File: config.mk
export PLATFORM = sky130hd
export DESIGN_NAME = midpoint_ellipse_rasterizer_core
export DESIGN_NICKNAME = d
export VERILOG_FILES = /design/src/rtl/mer_pkg.sv /design/src/rtl/midpoint_ellipse_rasterizer_core.sv
export SDC_FILE = /design/constraint.sdc
export NUM_CORES = 2
export LEC_CHECK = 0
export BUFFER_PORTS_ARGS = -buffer_cell sky130_fd_sc_hd__buf_2
export CAP_MARGIN = 20
export CELL_PAD_IN_SITES_DETAIL_PLACEMENT = 0
export CELL_PAD_IN_SITES_GLOBAL_PLACEMENT = 2
export CORE_MARGIN = 10
export CORE_UTILIZATION = 41
export DETAILED_ROUTE_END_ITERATION = 8
export PLACE_DENSITY_LB_ADDON = 0.1
export SLEW_MARGIN = 20
export SYNTH_ARGS = -nofsm -noshare
export SYNTH_HDL_FRONTEND = slang
export SYNTH_SLANG_ARGS = --single-unit
File: constraint.sdc
create_clock -name aclk -period 11.9 [get_ports aclk]
set_clock_uncertainty 0.2 [all_clocks]
set_input_delay 1.785 -clock aclk [delete_from_list [all_inputs] [get_ports aclk]]
set_output_delay 1.785 -clock aclk [all_outputs]
set_load 0.005 [all_outputs]
File: src/rtl/mer_pkg.sv
package mer_pkg;

    // default field widths
    localparam int CENTER_BITS_DEF = 11;
    localparam int RADIUS_BITS_DEF = 10;

    // opcodes
    localparam logic OP_START = 1'b0;
    localparam logic OP_STEP  = 1'b1;

    // drawing phase
    localparam logic [1:0] PH_IDLE = 2'd0;
    localparam logic [1:0] PH_R1   = 2'd1;
    localparam logic [1:0] PH_R2   = 2'd2;
    localparam logic [1:0] PH_DONE = 2'd3;

    // region tag on each point
    localparam logic REGION_ONE = 1'b0;
    localparam logic REGION_TWO = 1'b1;

endpackage

File: src/rtl/midpoint_ellipse_rasterizer_core.sv
// Midpoint ellipse rasterizer. A start beat (opcode 0) loads the centre and both
// semi-axes; the block squares the radii and forms the first decision value on
// one shared registered multiplier, emits nothing, and then checks the region
// bounds before it is ready again (a zero radius sends it straight on into the
// region-two rebuild first). Each step beat
// (opcode 1) returns four result beats, the symmetric points (+x,+y), (-x,+y),
// (+x,-y), (-x,-y) of the current position tagged with the region, then advances
// the position. A step accepts the beat and advances, checks the region
// bounds, then loads the output register one point per cycle while the result
// side does not stall. On the step that crosses from region one into region two
// the region-two decision value is first rebuilt, one multiplier product per
// cycle, before the points go out. The fourth point of the final step carries
// last; later steps return nothing until the next start. A start beat during a
// drawing abandons it.
module midpoint_ellipse_rasterizer_core #(
    parameter int CENTER_BITS = mer_pkg::CENTER_BITS_DEF,
    parameter int RADIUS_BITS = mer_pkg::RADIUS_BITS_DEF
) (
    input  logic                          aclk,
    input  logic                          aresetn,

    input  logic                          s_valid,
    output logic                          s_ready,
    input  logic                          s_opcode,
    input  logic [CENTER_BITS-1:0]        s_center_x,
    input  logic [CENTER_BITS-1:0]        s_center_y,
    input  logic [RADIUS_BITS-1:0]        s_radius_x,
    input  logic [RADIUS_BITS-1:0]        s_radius_y,

    output logic                          m_valid,
    input  logic                          m_ready,
    output logic signed [CENTER_BITS+1:0] m_point_x,
    output logic signed [CENTER_BITS+1:0] m_point_y,
    output logic                          m_region,
    output logic                          m_last
);

    // widths derived from the field widths
    localparam int RB  = RADIUS_BITS;
    localparam int CB  = CENTER_BITS;
    localparam int XW  = RB + 1;               // position offsets, one bit of headroom
    localparam int SQW = 2 * RB;               // squared radii
    localparam int MAW = 2 * RB;               // multiplier operand a
    localparam int MBW = 2 * RB + 4;           // multiplier operand b, holds (2x+1)^2
    localparam int PRW = MAW + MBW;            // product register
    localparam int SLW = 3 * RB + 3;           // signed slope terms
    localparam int DW  = 4 * RB + 8;           // signed decision / accumulator
    localparam int PW  = CB + 2;               // output point width
    localparam int SW  = ((XW > CB) ? XW : CB) + 2;  // point arithmetic before wrap

    // sequencer codes
    localparam logic [3:0] ST_IDLE  = 4'd0;
    localparam logic [3:0] ST_SQX   = 4'd1;   // rx*rx
    localparam logic [3:0] ST_SQY   = 4'd2;   // ry*ry
    localparam logic [3:0] ST_RXRY  = 4'd3;   // rx^2*ry
    localparam logic [3:0] ST_INIT  = 4'd4;   // first decision value
    localparam logic [3:0] ST_CHECK = 4'd5;   // region bounds
    localparam logic [3:0] ST_R2A   = 4'd6;   // ry^2*(2x+1)^2
    localparam logic [3:0] ST_R2B   = 4'd7;   // (y-1)^2
    localparam logic [3:0] ST_R2C   = 4'd8;   // rx^2*(y-1)^2
    localparam logic [3:0] ST_R2D   = 4'd9;   // rx^2*ry^2
    localparam logic [3:0] ST_R2E   = 4'd10;  // region-two decision value
    localparam logic [3:0] ST_EMIT  = 4'd11;  // four points into the output register

    logic [3:0]              state_reg, state_next;
    logic [1:0]              phase_reg, phase_next;
    logic [CB-1:0]           cx_reg, cx_next;
    logic [CB-1:0]           cy_reg, cy_next;
    logic [RB-1:0]           rx_reg, rx_next;
    logic [RB-1:0]           ry_reg, ry_next;
    logic [XW-1:0]           ofx_reg, ofx_next;
    logic signed [XW-1:0]    ofy_reg, ofy_next;
    logic [SQW-1:0]          rxsq_reg, rxsq_next;
    logic [SQW-1:0]          rysq_reg, rysq_next;
    logic signed [SLW-1:0]   spx_reg, spx_next;
    logic signed [SLW-1:0]   spy_reg, spy_next;
    logic signed [DW-1:0]    dec_reg, dec_next;
    logic signed [DW-1:0]    acc_reg, acc_next;
    logic [PRW-1:0]          prod_reg;
    logic [XW-1:0]           ptx_reg, ptx_next;
    logic signed [XW-1:0]    pty_reg, pty_next;
    logic                    tag_reg, tag_next;
    logic                    emit_reg, emit_next;
    logic [1:0]              idx_reg, idx_next;

    logic                    m_valid_reg, m_valid_next;
    logic signed [PW-1:0]    m_point_x_reg, m_point_x_next;
    logic signed [PW-1:0]    m_point_y_reg, m_point_y_next;
    logic                    m_region_reg, m_region_next;
    logic                    m_last_reg, m_last_next;

    // shared multiplier operands
    logic [MAW-1:0]          mul_a;
    logic [MBW-1:0]          mul_b;

    // datapath helpers
    logic signed [DW-1:0]    rxsq_d, rysq_d, prod_d;
    logic signed [SLW-1:0]   rysq2, rxsq2, npx, npy;
    logic signed [DW-1:0]    dec_r1, dec_r2, s_init, s_r2;
    logic [XW:0]             x2p1;
    logic signed [XW:0]      ym;
    logic [XW:0]             ym_abs;
    logic                    in_beat, out_free;
    logic signed [SW-1:0]    cx_s, cy_s, x_s, y_s, px_full, py_full;

    // divide by four, truncating toward zero
    function automatic logic signed [DW-1:0] quarter(input logic signed [DW-1:0] v);
        logic signed [DW-1:0] bias;
        bias = v[DW-1] ? DW'(3) : DW'(0);
        return (v + bias) >>> 2;
    endfunction

    assign in_beat  = s_valid && s_ready;
    assign out_free = !m_valid_reg || m_ready;

    assign rxsq_d = signed'(DW'(rxsq_reg));
    assign rysq_d = signed'(DW'(rysq_reg));
    assign prod_d = signed'(DW'(prod_reg));

    // per-step increments
    assign rysq2 = signed'(SLW'({rysq_reg, 1'b0}));
    assign rxsq2 = signed'(SLW'({rxsq_reg, 1'b0}));
    assign npx   = spx_reg + rysq2;
    assign npy   = spy_reg - rxsq2;

    // region one: x always moves, y moves when the decision is not negative
    assign dec_r1 = dec_reg + rysq_d + DW'(npx) - (dec_reg[DW-1] ? DW'(0) : DW'(npy));
    // region two: y always moves, x moves when the decision is not positive
    assign dec_r2 = dec_reg + rxsq_d - DW'(npy)
                  + ((dec_reg > DW'(0)) ? DW'(0) : DW'(npx));

    // 4*ry^2 - 4*rx^2*ry + rx^2, with rx^2*ry in the product register
    assign s_init = (rysq_d <<< 2) - (prod_d <<< 2) + rxsq_d;
    // accumulated terms minus 4*rx^2*ry^2
    assign s_r2   = acc_reg - (prod_d <<< 2);

    assign x2p1   = {ofx_reg, 1'b1};
    assign ym     = (XW + 1)'(ofy_reg) - (XW + 1)'(1);
    assign ym_abs = ym[XW] ? unsigned'(-ym) : unsigned'(ym);

    // point arithmetic, wrapped to the output width
    assign cx_s    = signed'(SW'(cx_reg));
    assign cy_s    = signed'(SW'(cy_reg));
    assign x_s     = signed'(SW'(ptx_reg));
    assign y_s     = SW'(pty_reg);
    assign px_full = idx_reg[0] ? (cx_s - x_s) : (cx_s + x_s);
    assign py_full = idx_reg[1] ? (cy_s - y_s) : (cy_s + y_s);

    // multiplier operand select
    always_comb begin
        mul_a = '0;
        mul_b = '0;
        case (state_reg)
            ST_SQX: begin
                mul_a = MAW'(rx_reg);
                mul_b = MBW'(rx_reg);
            end
            ST_SQY: begin
                mul_a = MAW'(ry_reg);
                mul_b = MBW'(ry_reg);
            end
            ST_RXRY: begin
                mul_a = rxsq_reg;
                mul_b = MBW'(ry_reg);
            end
            ST_CHECK: begin
                mul_a = MAW'(x2p1);
                mul_b = MBW'(x2p1);
            end
            ST_R2A: begin
                mul_a = rysq_reg;
                mul_b = prod_reg[MBW-1:0];
            end
            ST_R2B: begin
                mul_a = MAW'(ym_abs);
                mul_b = MBW'(ym_abs);
            end
            ST_R2C: begin
                mul_a = rxsq_reg;
                mul_b = prod_reg[MBW-1:0];
            end
            ST_R2D: begin
                mul_a = rxsq_reg;
                mul_b = MBW'(rysq_reg);
            end
            default: begin
                mul_a = '0;
                mul_b = '0;
            end
        endcase
    end

    // sequencer and datapath next state
    always_comb begin
        state_next     = state_reg;
        phase_next     = phase_reg;
        cx_next        = cx_reg;
        cy_next        = cy_reg;
        rx_next        = rx_reg;
        ry_next        = ry_reg;
        ofx_next       = ofx_reg;
        ofy_next       = ofy_reg;
        rxsq_next      = rxsq_reg;
        rysq_next      = rysq_reg;
        spx_next       = spx_reg;
        spy_next       = spy_reg;
        dec_next       = dec_reg;
        acc_next       = acc_reg;
        ptx_next       = ptx_reg;
        pty_next       = pty_reg;
        tag_next       = tag_reg;
        emit_next      = emit_reg;
        idx_next       = idx_reg;
        m_valid_next   = m_valid_reg;
        m_point_x_next = m_point_x_reg;
        m_point_y_next = m_point_y_reg;
        m_region_next  = m_region_reg;
        m_last_next    = m_last_reg;

        // output register drains independently
        if (m_valid_reg && m_ready) begin
            m_valid_next = 1'b0;
        end

        case (state_reg)
            ST_IDLE: begin
                if (in_beat) begin
                    if (s_opcode == mer_pkg::OP_START) begin
                        cx_next    = s_center_x;
                        cy_next    = s_center_y;
                        rx_next    = s_radius_x;
                        ry_next    = s_radius_y;
                        ofx_next   = '0;
                        ofy_next   = signed'(XW'(s_radius_y));
                        spx_next   = '0;
                        phase_next = mer_pkg::PH_R1;
                        emit_next  = 1'b0;
                        state_next = ST_SQX;
                    end else if (phase_reg == mer_pkg::PH_R1 ||
                                 phase_reg == mer_pkg::PH_R2) begin
                        // keep the pre-step position for the points
                        ptx_next  = ofx_reg;
                        pty_next  = ofy_reg;
                        tag_next  = (phase_reg == mer_pkg::PH_R2) ?
                                    mer_pkg::REGION_TWO : mer_pkg::REGION_ONE;
                        emit_next = 1'b1;
                        if (phase_reg == mer_pkg::PH_R1) begin
                            ofx_next = ofx_reg + XW'(1);
                            spx_next = npx;
                            dec_next = dec_r1;
                            if (!dec_reg[DW-1]) begin
                                ofy_next = ofy_reg - XW'(1);
                                spy_next = npy;
                            end
                        end else begin
                            ofy_next = ofy_reg - XW'(1);
                            spy_next = npy;
                            dec_next = dec_r2;
                            if (!(dec_reg > DW'(0))) begin
                                ofx_next = ofx_reg + XW'(1);
                                spx_next = npx;
                            end
                        end
                        state_next = ST_CHECK;
                    end
                end
            end
            ST_SQX: begin
                state_next = ST_SQY;
            end
            ST_SQY: begin
                rxsq_next  = prod_reg[SQW-1:0];
                state_next = ST_RXRY;
            end
            ST_RXRY: begin
                rysq_next  = prod_reg[SQW-1:0];
                state_next = ST_INIT;
            end
            ST_INIT: begin
                spy_next   = signed'(SLW'({prod_reg[3*RB-1:0], 1'b0}));
                dec_next   = quarter(s_init);
                state_next = ST_CHECK;
            end
            ST_CHECK: begin
                if (phase_reg == mer_pkg::PH_R1 && !(spx_reg < spy_reg)) begin
                    // region one over: rebuild the decision value here
                    state_next = ST_R2A;
                end else begin
                    if (phase_reg == mer_pkg::PH_R2 && ofy_reg[XW-1]) begin
                        phase_next = mer_pkg::PH_DONE;
                    end
                    idx_next   = '0;
                    state_next = emit_reg ? ST_EMIT : ST_IDLE;
                end
            end
            ST_R2A: begin
                state_next = ST_R2B;
            end
            ST_R2B: begin
                acc_next   = prod_d;
                state_next = ST_R2C;
            end
            ST_R2C: begin
                state_next = ST_R2D;
            end
            ST_R2D: begin
                acc_next   = acc_reg + (prod_d <<< 2);
                state_next = ST_R2E;
            end
            ST_R2E: begin
                dec_next   = quarter(s_r2);
                phase_next = mer_pkg::PH_R2;
                state_next = ST_CHECK;
            end
            ST_EMIT: begin
                if (out_free) begin
                    m_valid_next   = 1'b1;
                    m_point_x_next = px_full[PW-1:0];
                    m_point_y_next = py_full[PW-1:0];
                    m_region_next  = tag_reg;
                    m_last_next    = (idx_reg == 2'd3) && (phase_reg == mer_pkg::PH_DONE);
                    idx_next       = idx_reg + 2'd1;
                    if (idx_reg == 2'd3) begin
                        state_next = ST_IDLE;
                    end
                end
            end
            default: begin
                state_next = ST_IDLE;
            end
        endcase
    end

    // control state
    always_ff @(posedge aclk) begin
        if (!aresetn) begin
            state_reg   <= ST_IDLE;
            phase_reg   <= mer_pkg::PH_IDLE;
            m_valid_reg <= 1'b0;
            emit_reg    <= 1'b0;
            idx_reg     <= '0;
            cx_reg      <= '0;
            cy_reg      <= '0;
            ofx_reg     <= '0;
            ofy_reg     <= '0;
            rxsq_reg    <= '0;
            rysq_reg    <= '0;
            spx_reg     <= '0;
            spy_reg     <= '0;
            dec_reg     <= '0;
        end else begin
            state_reg   <= state_next;
            phase_reg   <= phase_next;
            m_valid_reg <= m_valid_next;
            emit_reg    <= emit_next;
            idx_reg     <= idx_next;
            cx_reg      <= cx_next;
            cy_reg      <= cy_next;
            ofx_reg     <= ofx_next;
            ofy_reg     <= ofy_next;
            rxsq_reg    <= rxsq_next;
            rysq_reg    <= rysq_next;
            spx_reg     <= spx_next;
            spy_reg     <= spy_next;
            dec_reg     <= dec_next;
        end
    end

    // payload, no reset needed
    always_ff @(posedge aclk) begin
        rx_reg         <= rx_next;
        ry_reg         <= ry_next;
        acc_reg        <= acc_next;
        prod_reg       <= mul_a * mul_b;
        ptx_reg        <= ptx_next;
        pty_reg        <= pty_next;
        tag_reg        <= tag_next;
        m_point_x_reg  <= m_point_x_next;
        m_point_y_reg  <= m_point_y_next;
        m_region_reg   <= m_region_next;
        m_last_reg     <= m_last_next;
    end

    assign s_ready   = (state_reg == ST_IDLE);
    assign m_valid   = m_valid_reg;
    assign m_point_x = m_point_x_reg;
    assign m_point_y = m_point_y_reg;
    assign m_region  = m_region_reg;
    assign m_last    = m_last_reg;

    // once loaded, an ellipse never drops back to the unloaded phase
    a_phase_sticky: assert property (@(posedge aclk) disable iff (!aresetn)
        phase_reg != mer_pkg::PH_IDLE |=> phase_reg != mer_pkg::PH_IDLE)
        else $error("phase returned to idle");

    // resting in region one means the slope test still holds
    a_r1_slope: assert property (@(posedge aclk) disable iff (!aresetn)
        (state_reg == ST_IDLE && phase_reg == mer_pkg::PH_R1) |-> (spx_reg < spy_reg))
        else $error("region one left unsettled");

    // resting in region two means y has not run past zero
    a_r2_bound: assert property (@(posedge aclk) disable iff (!aresetn)
        (state_reg == ST_IDLE && phase_reg == mer_pkg::PH_R2) |-> !ofy_reg[XW-1])
        else $error("region two left unsettled");

    // a point beat is only loaded while emitting
    a_emit_src: assert property (@(posedge aclk) disable iff (!aresetn)
        (!m_valid_reg && m_valid_next) |-> state_reg == ST_EMIT)
        else $error("point loaded outside emission");

endmodule
* Yosys cells after proc, flatten, opt, wreduce, memory -nomap -nowiden
Cells that the tools add are included.
Word-level totals: output and inout port bits 30, register bits 371, word-level logic and storage cells 165, bits of input ports 47
Operators by class: $mul 1, reduce and logical (&&, ||, !) cells 30, eq/ne operators 28, add/subtract/negate cells 23, bitwise logic cells 1, mux-type cells 55, order comparisons 2
Operators by type and width (count):
- 33-bit 2-to-1 mux | 9
- 48-bit 2-to-1 mux | 6
- 24-bit one-hot mux with 6 select lines | 1
- 48-bit one-hot mux with 3 select lines | 1
- 20-bit one-hot mux with 6 select lines | 1
- 48-bit by 21-bit adder with 48-bit output | 2
- 48-bit by 3-bit adder with 48-bit output | 2
- 48-bit one-hot mux with 2 select lines | 1
- 11-bit 2-to-1 mux | 8
- 33-bit one-hot mux with 2 select lines | 1
- 47-bit by 21-bit adder with 48-bit output | 1
- 48-bit by 33-bit adder with 48-bit output | 1
- 48-bit by 47-bit adder with 48-bit output | 1
- 48-bit adder | 1
- 48-bit by 1-bit greater-than comparator with 1-bit output (second input constant) | 1
- 48-bit by 33-bit subtractor with 48-bit output | 1
- 48-bit by 47-bit subtractor with 48-bit output | 1
- 48-bit subtractor | 1
- 22-bit by 46-bit subtractor with 47-bit output | 1
- 20-bit by 24-bit multiplier with 44-bit output | 1
- 4-bit one-hot mux with 11 select lines | 1
- 33-bit by 22-bit adder with 33-bit output | 1
- 33-bit < comparator | 1
- 33-bit by 22-bit subtractor with 33-bit output | 1
- other kinds (39) | 94

* Depth between registers and ports, before layout
depth in word-level cells 8, mapped depth 45, mapped depth without buffers 44

* Worst setup path before layout
No wires, ideal clock.
path type flip-flop to flip-flop, start register ofy_reg[2], end register prod_reg[41], clock period less this slack 10246 ps, cell stages (with the launch flop) 45, required time 11628 ps, library setup time 72 ps, arrival time 9974 ps, setup slack 1654 ps, path through dfxtp_1 > inv_1 > ha_1 > nand2_1 > nand2_1 > or4_1 > or3_1 > or3_1 > nor2b_1 > clkbuf_1 > a31oi_1 > xor2_1 > o21ai_0 > nand2b_1 > clkbuf_1 > nand2_1 > fa_1 > inv_1 > [9 not listed] > inv_1 > fa_1 > inv_1 > ha_1 > a21o_1 > a21o_1 > a21o_1 > a21oi_1 > a21oi_1 > a2111oi_0 > nor3_1 > o2111ai_1 > a31oi_1 > nor3_1 > o21bai_1 > a21o_1 > a311oi_1 > xnor2_1
On the way: word-level cells in the longest chain between the ends 5, elaborated cells on any way between the ends 6
RTL lines:
- from (decl) | RTL line midpoint_ellipse_rasterizer_core.sv:72 | logic signed [XW-1:0] ofy_reg, ofy_next;
- from (signal assigned) | RTL line midpoint_ellipse_rasterizer_core.sv:360 | ofy_reg <= ofy_next;
- 11-bit by 2-bit subtractor with 12-bit output * | RTL line midpoint_ellipse_rasterizer_core.sv:138 | assign ym = (XW + 1)'(ofy_reg) - (XW + 1)'(1);
- 12-bit negation | RTL line midpoint_ellipse_rasterizer_core.sv:139 | assign ym_abs = ym[XW] ? unsigned'(-ym) : unsigned'(ym);
- 12-bit 2-to-1 mux * | RTL line midpoint_ellipse_rasterizer_core.sv:139
- 20-bit one-hot mux with 6 select lines or 24-bit one-hot mux with 6 select lines (tied branches) | RTL line midpoint_ellipse_rasterizer_core.sv:153 | case (state_reg)
- 20-bit by 24-bit multiplier with 44-bit output * | RTL line midpoint_ellipse_rasterizer_core.sv:374 | prod_reg <= mul_a * mul_b;
- to (signal assigned) | RTL line midpoint_ellipse_rasterizer_core.sv:374
- to (decl) | RTL line midpoint_ellipse_rasterizer_core.sv:79 | logic [PRW-1:0] prod_reg;
Every way passes the cells marked *; elsewhere a longest branch is shown, timed or not. A chain may end at the register's enable or synchronous reset.

* Final worst setup path
Ends and elaborated chain as after synthesis.

==> flow_summary.yaml <==
status:
  outcome: "complete, no violations"
sta:
  max_clock_freq_ghz: 0.08872
  slew_violations: 0
  hold_viol_final: 0
  setup_viol_count_final: 0
  rsz0062_at_grt: "false"
  max_slew.worst_pin.slew_ns: 1.125
  period_share_pct: 94.72
  final.setup.tns_ns: 0
  finalCriticalPeriod_ns: 11.27
  slew_headroom_pct: 24.62
logic_synthesis:
  ys_ff_latch: 369
  yosysMostFrequentCell: "inv_1"
  synth-compound-area-share_pct: 18.89
  synth_cell_types: 94
  ys_warn_count: 0
  synth_edf_count: 119
  synth_fa_ha_area_share_pct: 32.38
  synth.area.top_cells: "fa_1, ha_1, dfxtp_1, edfxtp_1, inv_1"
  async_reset_ff_share_pct: 0
  synth_simple_gate_area_share_pct: 17.28
  ys_seq_area_share_pct: 15.84
  synth_top_family_by_area: "adder cells"
  synth_ff_type: "dfxtp_1"
  netlist_instances: 6697
  synth_top_cell_area_share_pct: 19.78
  synth_common_cells: "inv_1, nand2_1, nor2_1, ha_1, fa_1"
  synthMuxAreaShare_pct: 0.6032
  synth_area_leader_cell: "fa_1"
  synth.avg_cell_area_um2: 8.085
  syn_area_um2: 54140
  synthXorXnorAreaFrac_pct: 6.988
power_and_ir_drop:
  intPower_uw: 6757
  leakage_uw: 0.02601
  p_comb_share_pct: 78.3
  seq_power_share_pct: 10.9
  power.density_nw_per_um2: 260.2
  p_sw_share_pct: 55.59
  p_clk_share_pct: 10.8
  ir_drop_uv: 225.3
  netSwitchingPower_uw: 8457
routing:
  antenna_left: 0
  drc_errors: 0
  viasPerCell: 5.695
  drt_iter0_markers: 4018
  drt_first_pass_iters: 8
  vias: 48225
  wl_per_cell_um: 23.80
  wirelength_mm: 201.5
worst_setup_path:
  worstSetupPathType: "flip-flop to flip-flop"
  crit_family: "adder cells"
  cp-start-kind: "flip-flop"
  slowest_delay_ns: 0.56
  worstRegToRegCells: 45
  required_ns: 12.28
  path_common_cell: "inv_1"
  worst-path-buf-inv: 11
  cp_max_fo: 12
  cp-end-kind: "flip-flop"
  r2r-start: "ofy_reg[2]"
  crit_slowest_cell: "a2111oi_1"
  reg2reg_setup_slack_ns: 0.63
  cp.arrival_ns: 11.65
  regToRegEndpoint: "prod_reg[41]"
finish:
  nNetsFinal: 7799
  fillers: 13393
  syn_to_final_growth_pct: 7.970
  diodes: 0
  fin_util_pct: 44.52
  drive_above_1_share_pct: 5.378
clock_network:
  ctsHoldBuffers: 0
  cts_tree: "yes"
  clk_pin_slew_ns: 0.06
  clk_path_buf_depth: 3
  clk-insertion-delay-late_ns: 0.67
  cts_buffers: 49
  clock-sinks: 369
  clockRootBuffer: "clkbuf_16"
  htree_num_levels: 2
global_routing:
  grt_pass1_vias: 46563
  grt_overflow: 0
  grtUsageTotal_pct: 26.61
  antenna_found_initial: 0
  grt_start_max_net_pins: 81
  grt_pass1_wl_mm: 300.8
place:
  portBuffers: 76
  gp_congestion: 0.9063
  dp_hpwl_mm: 164.6
die:
  rows: 133
  initial_core_util_pct: 41.24
  dieArea_um2: 147000
  ioPinCount: 77
  coreArea_um2: 131300
  fp.dieW_um: 383.4
  die_h_um: 383.4
worst_hold_path:
  min_to: "m_region"
  hp-class: "flip-flop to flip-flop"
  min_from: "tag_reg"
  holdPathStages: 0
flow_run:
  cap_viol_max_count: 0
power groups by stage:
stage          Clock (uW)  Combinational [uW]  Sequential, uW
3_3_place_gp            0               11700            1680
4_1_cts              1670               11700            1650
6_report             1640               11900            1660
2_1_floorplan           0                8400            1560
5_1_grt              1720               13200            1670
3_5_place_dp            0               11600            1680
logic make-up (layout without fill, tap and decap cells):
logic type	Yosys count	count (layout)
compound gates	1583	1583
flops	369	369
buf+inv	1151	1164
fa+ha+maj	1080	1080
simple gates	2049	2049
other cells	1	4
xor+xnor	432	432
mux	32	32
per-layer routing:
layer  GRT usage, %  routed length (um)  up-vias  share of wire (%)
met4          5.899                4812        0                2.4
met3          2.543               11140      199                5.5
met5              0                   0        -                  0
met2          41.95               90140     1320                 45
li1               -                   -    22716                  -
met1          39.12               95420    23990                 47
stage by stage:
stage | setup WS [ns] | std cells | hold slack, ns | total power (uW) | cell area, um^2
6_report | 0.6281 | 8468 | 0.2296 | 15210 | 58460
5_1_grt | 0.06608 | 8468 | 0.2468 | 16600 | 58460
4_1_cts | 0.5421 | 8468 | 0.2370 | 15070 | 58450
3_5_place_dp | 0.6152 | 8376 | 0.2216 | 13320 | 56700
3_3_place_gp | 0.5254 | 8376 | 0.2151 | 13360 | 56690
2_1_floorplan | 1.654 | 6700 | 0.2003 | 9959 | 54150
worst max path at each step:
stage | from | cells after the start | end | slack [ns]
detailed placement | ofy_reg[2] | 45 | prod_reg[41] | 0.62
CTS | ofy_reg[2] | 45 | prod_reg[41] | 0.54
finish | ofy_reg[2] | 45 | prod_reg[41] | 0.63
floorplan | ofy_reg[2] | 44 | prod_reg[41] | 1.65
global placement | ofy_reg[2] | 45 | prod_reg[41] | 0.53
global route | ofy_reg[2] | 45 | prod_reg[41] | 0.07
worst register-to-register path: cells and delay by family, from the launching register on:
family,cells,cell delay (ns)
xor gates and xnor gates,2,0.22
adders and majority gates,9,3.98
AOI/OAI and AO/OA,12,2.94
buffers and inverters,11,1.08
and+or+nand+nor,11,2.36
DFF,1,0.39
cell usage in the layout (no fill, tap or decap), types with 21 or more instances in the layout:
cell type,n
or2_2,21
nor4_1,49
edfxtp_1,119
xor2_1,116
a221oi_1,28
nor2b_1,71
xnor2_1,316
or3_1,51
buf_4,122
a22oi_1,55
a211oi_1,64
nor3_1,110
nand3_1,94
o21ai_0,307
nand4_1,47
fa_1,535
mux2i_1,27
nand2b_1,85
a31oi_1,62
o22ai_1,23
inv_1,871
clkbuf_16,49
o21a_1,57
nand2_1,715
ha_1,544
a21oi_1,470
dfxtp_1,250
buf_2,76
o211ai_1,45
and2_1,49
o31ai_1,32
and3_1,49
a222oi_1,27
o21bai_1,68
nor2_1,618
a21o_1,133
cell type report:
| class | instances | area (um^2) | share of cell area (%) |
|---|---|---|---|
| Inverter | 874 | 3286 | 5.621 |
| Tap cell | 1755 | 2196 | 3.756 |
| Sequential cell | 369 | 8578 | 14.67 |
| Multi-Input combinational cell | 5180 | 41350 | 70.74 |
| Clock inverter | 32 | 451.7 | 0.7727 |
| Clock buffer | 60 | 1297 | 2.220 |
| Timing Repair Buffer | 198 | 1296 | 2.217 |
what timing repair did:
action	4_1_cts	5_1_grt
buffers inserted	0	0
endpoints found under the setup margin	0	1
gates resized for setup	0	1
Power figures use the tool's default switching activity.
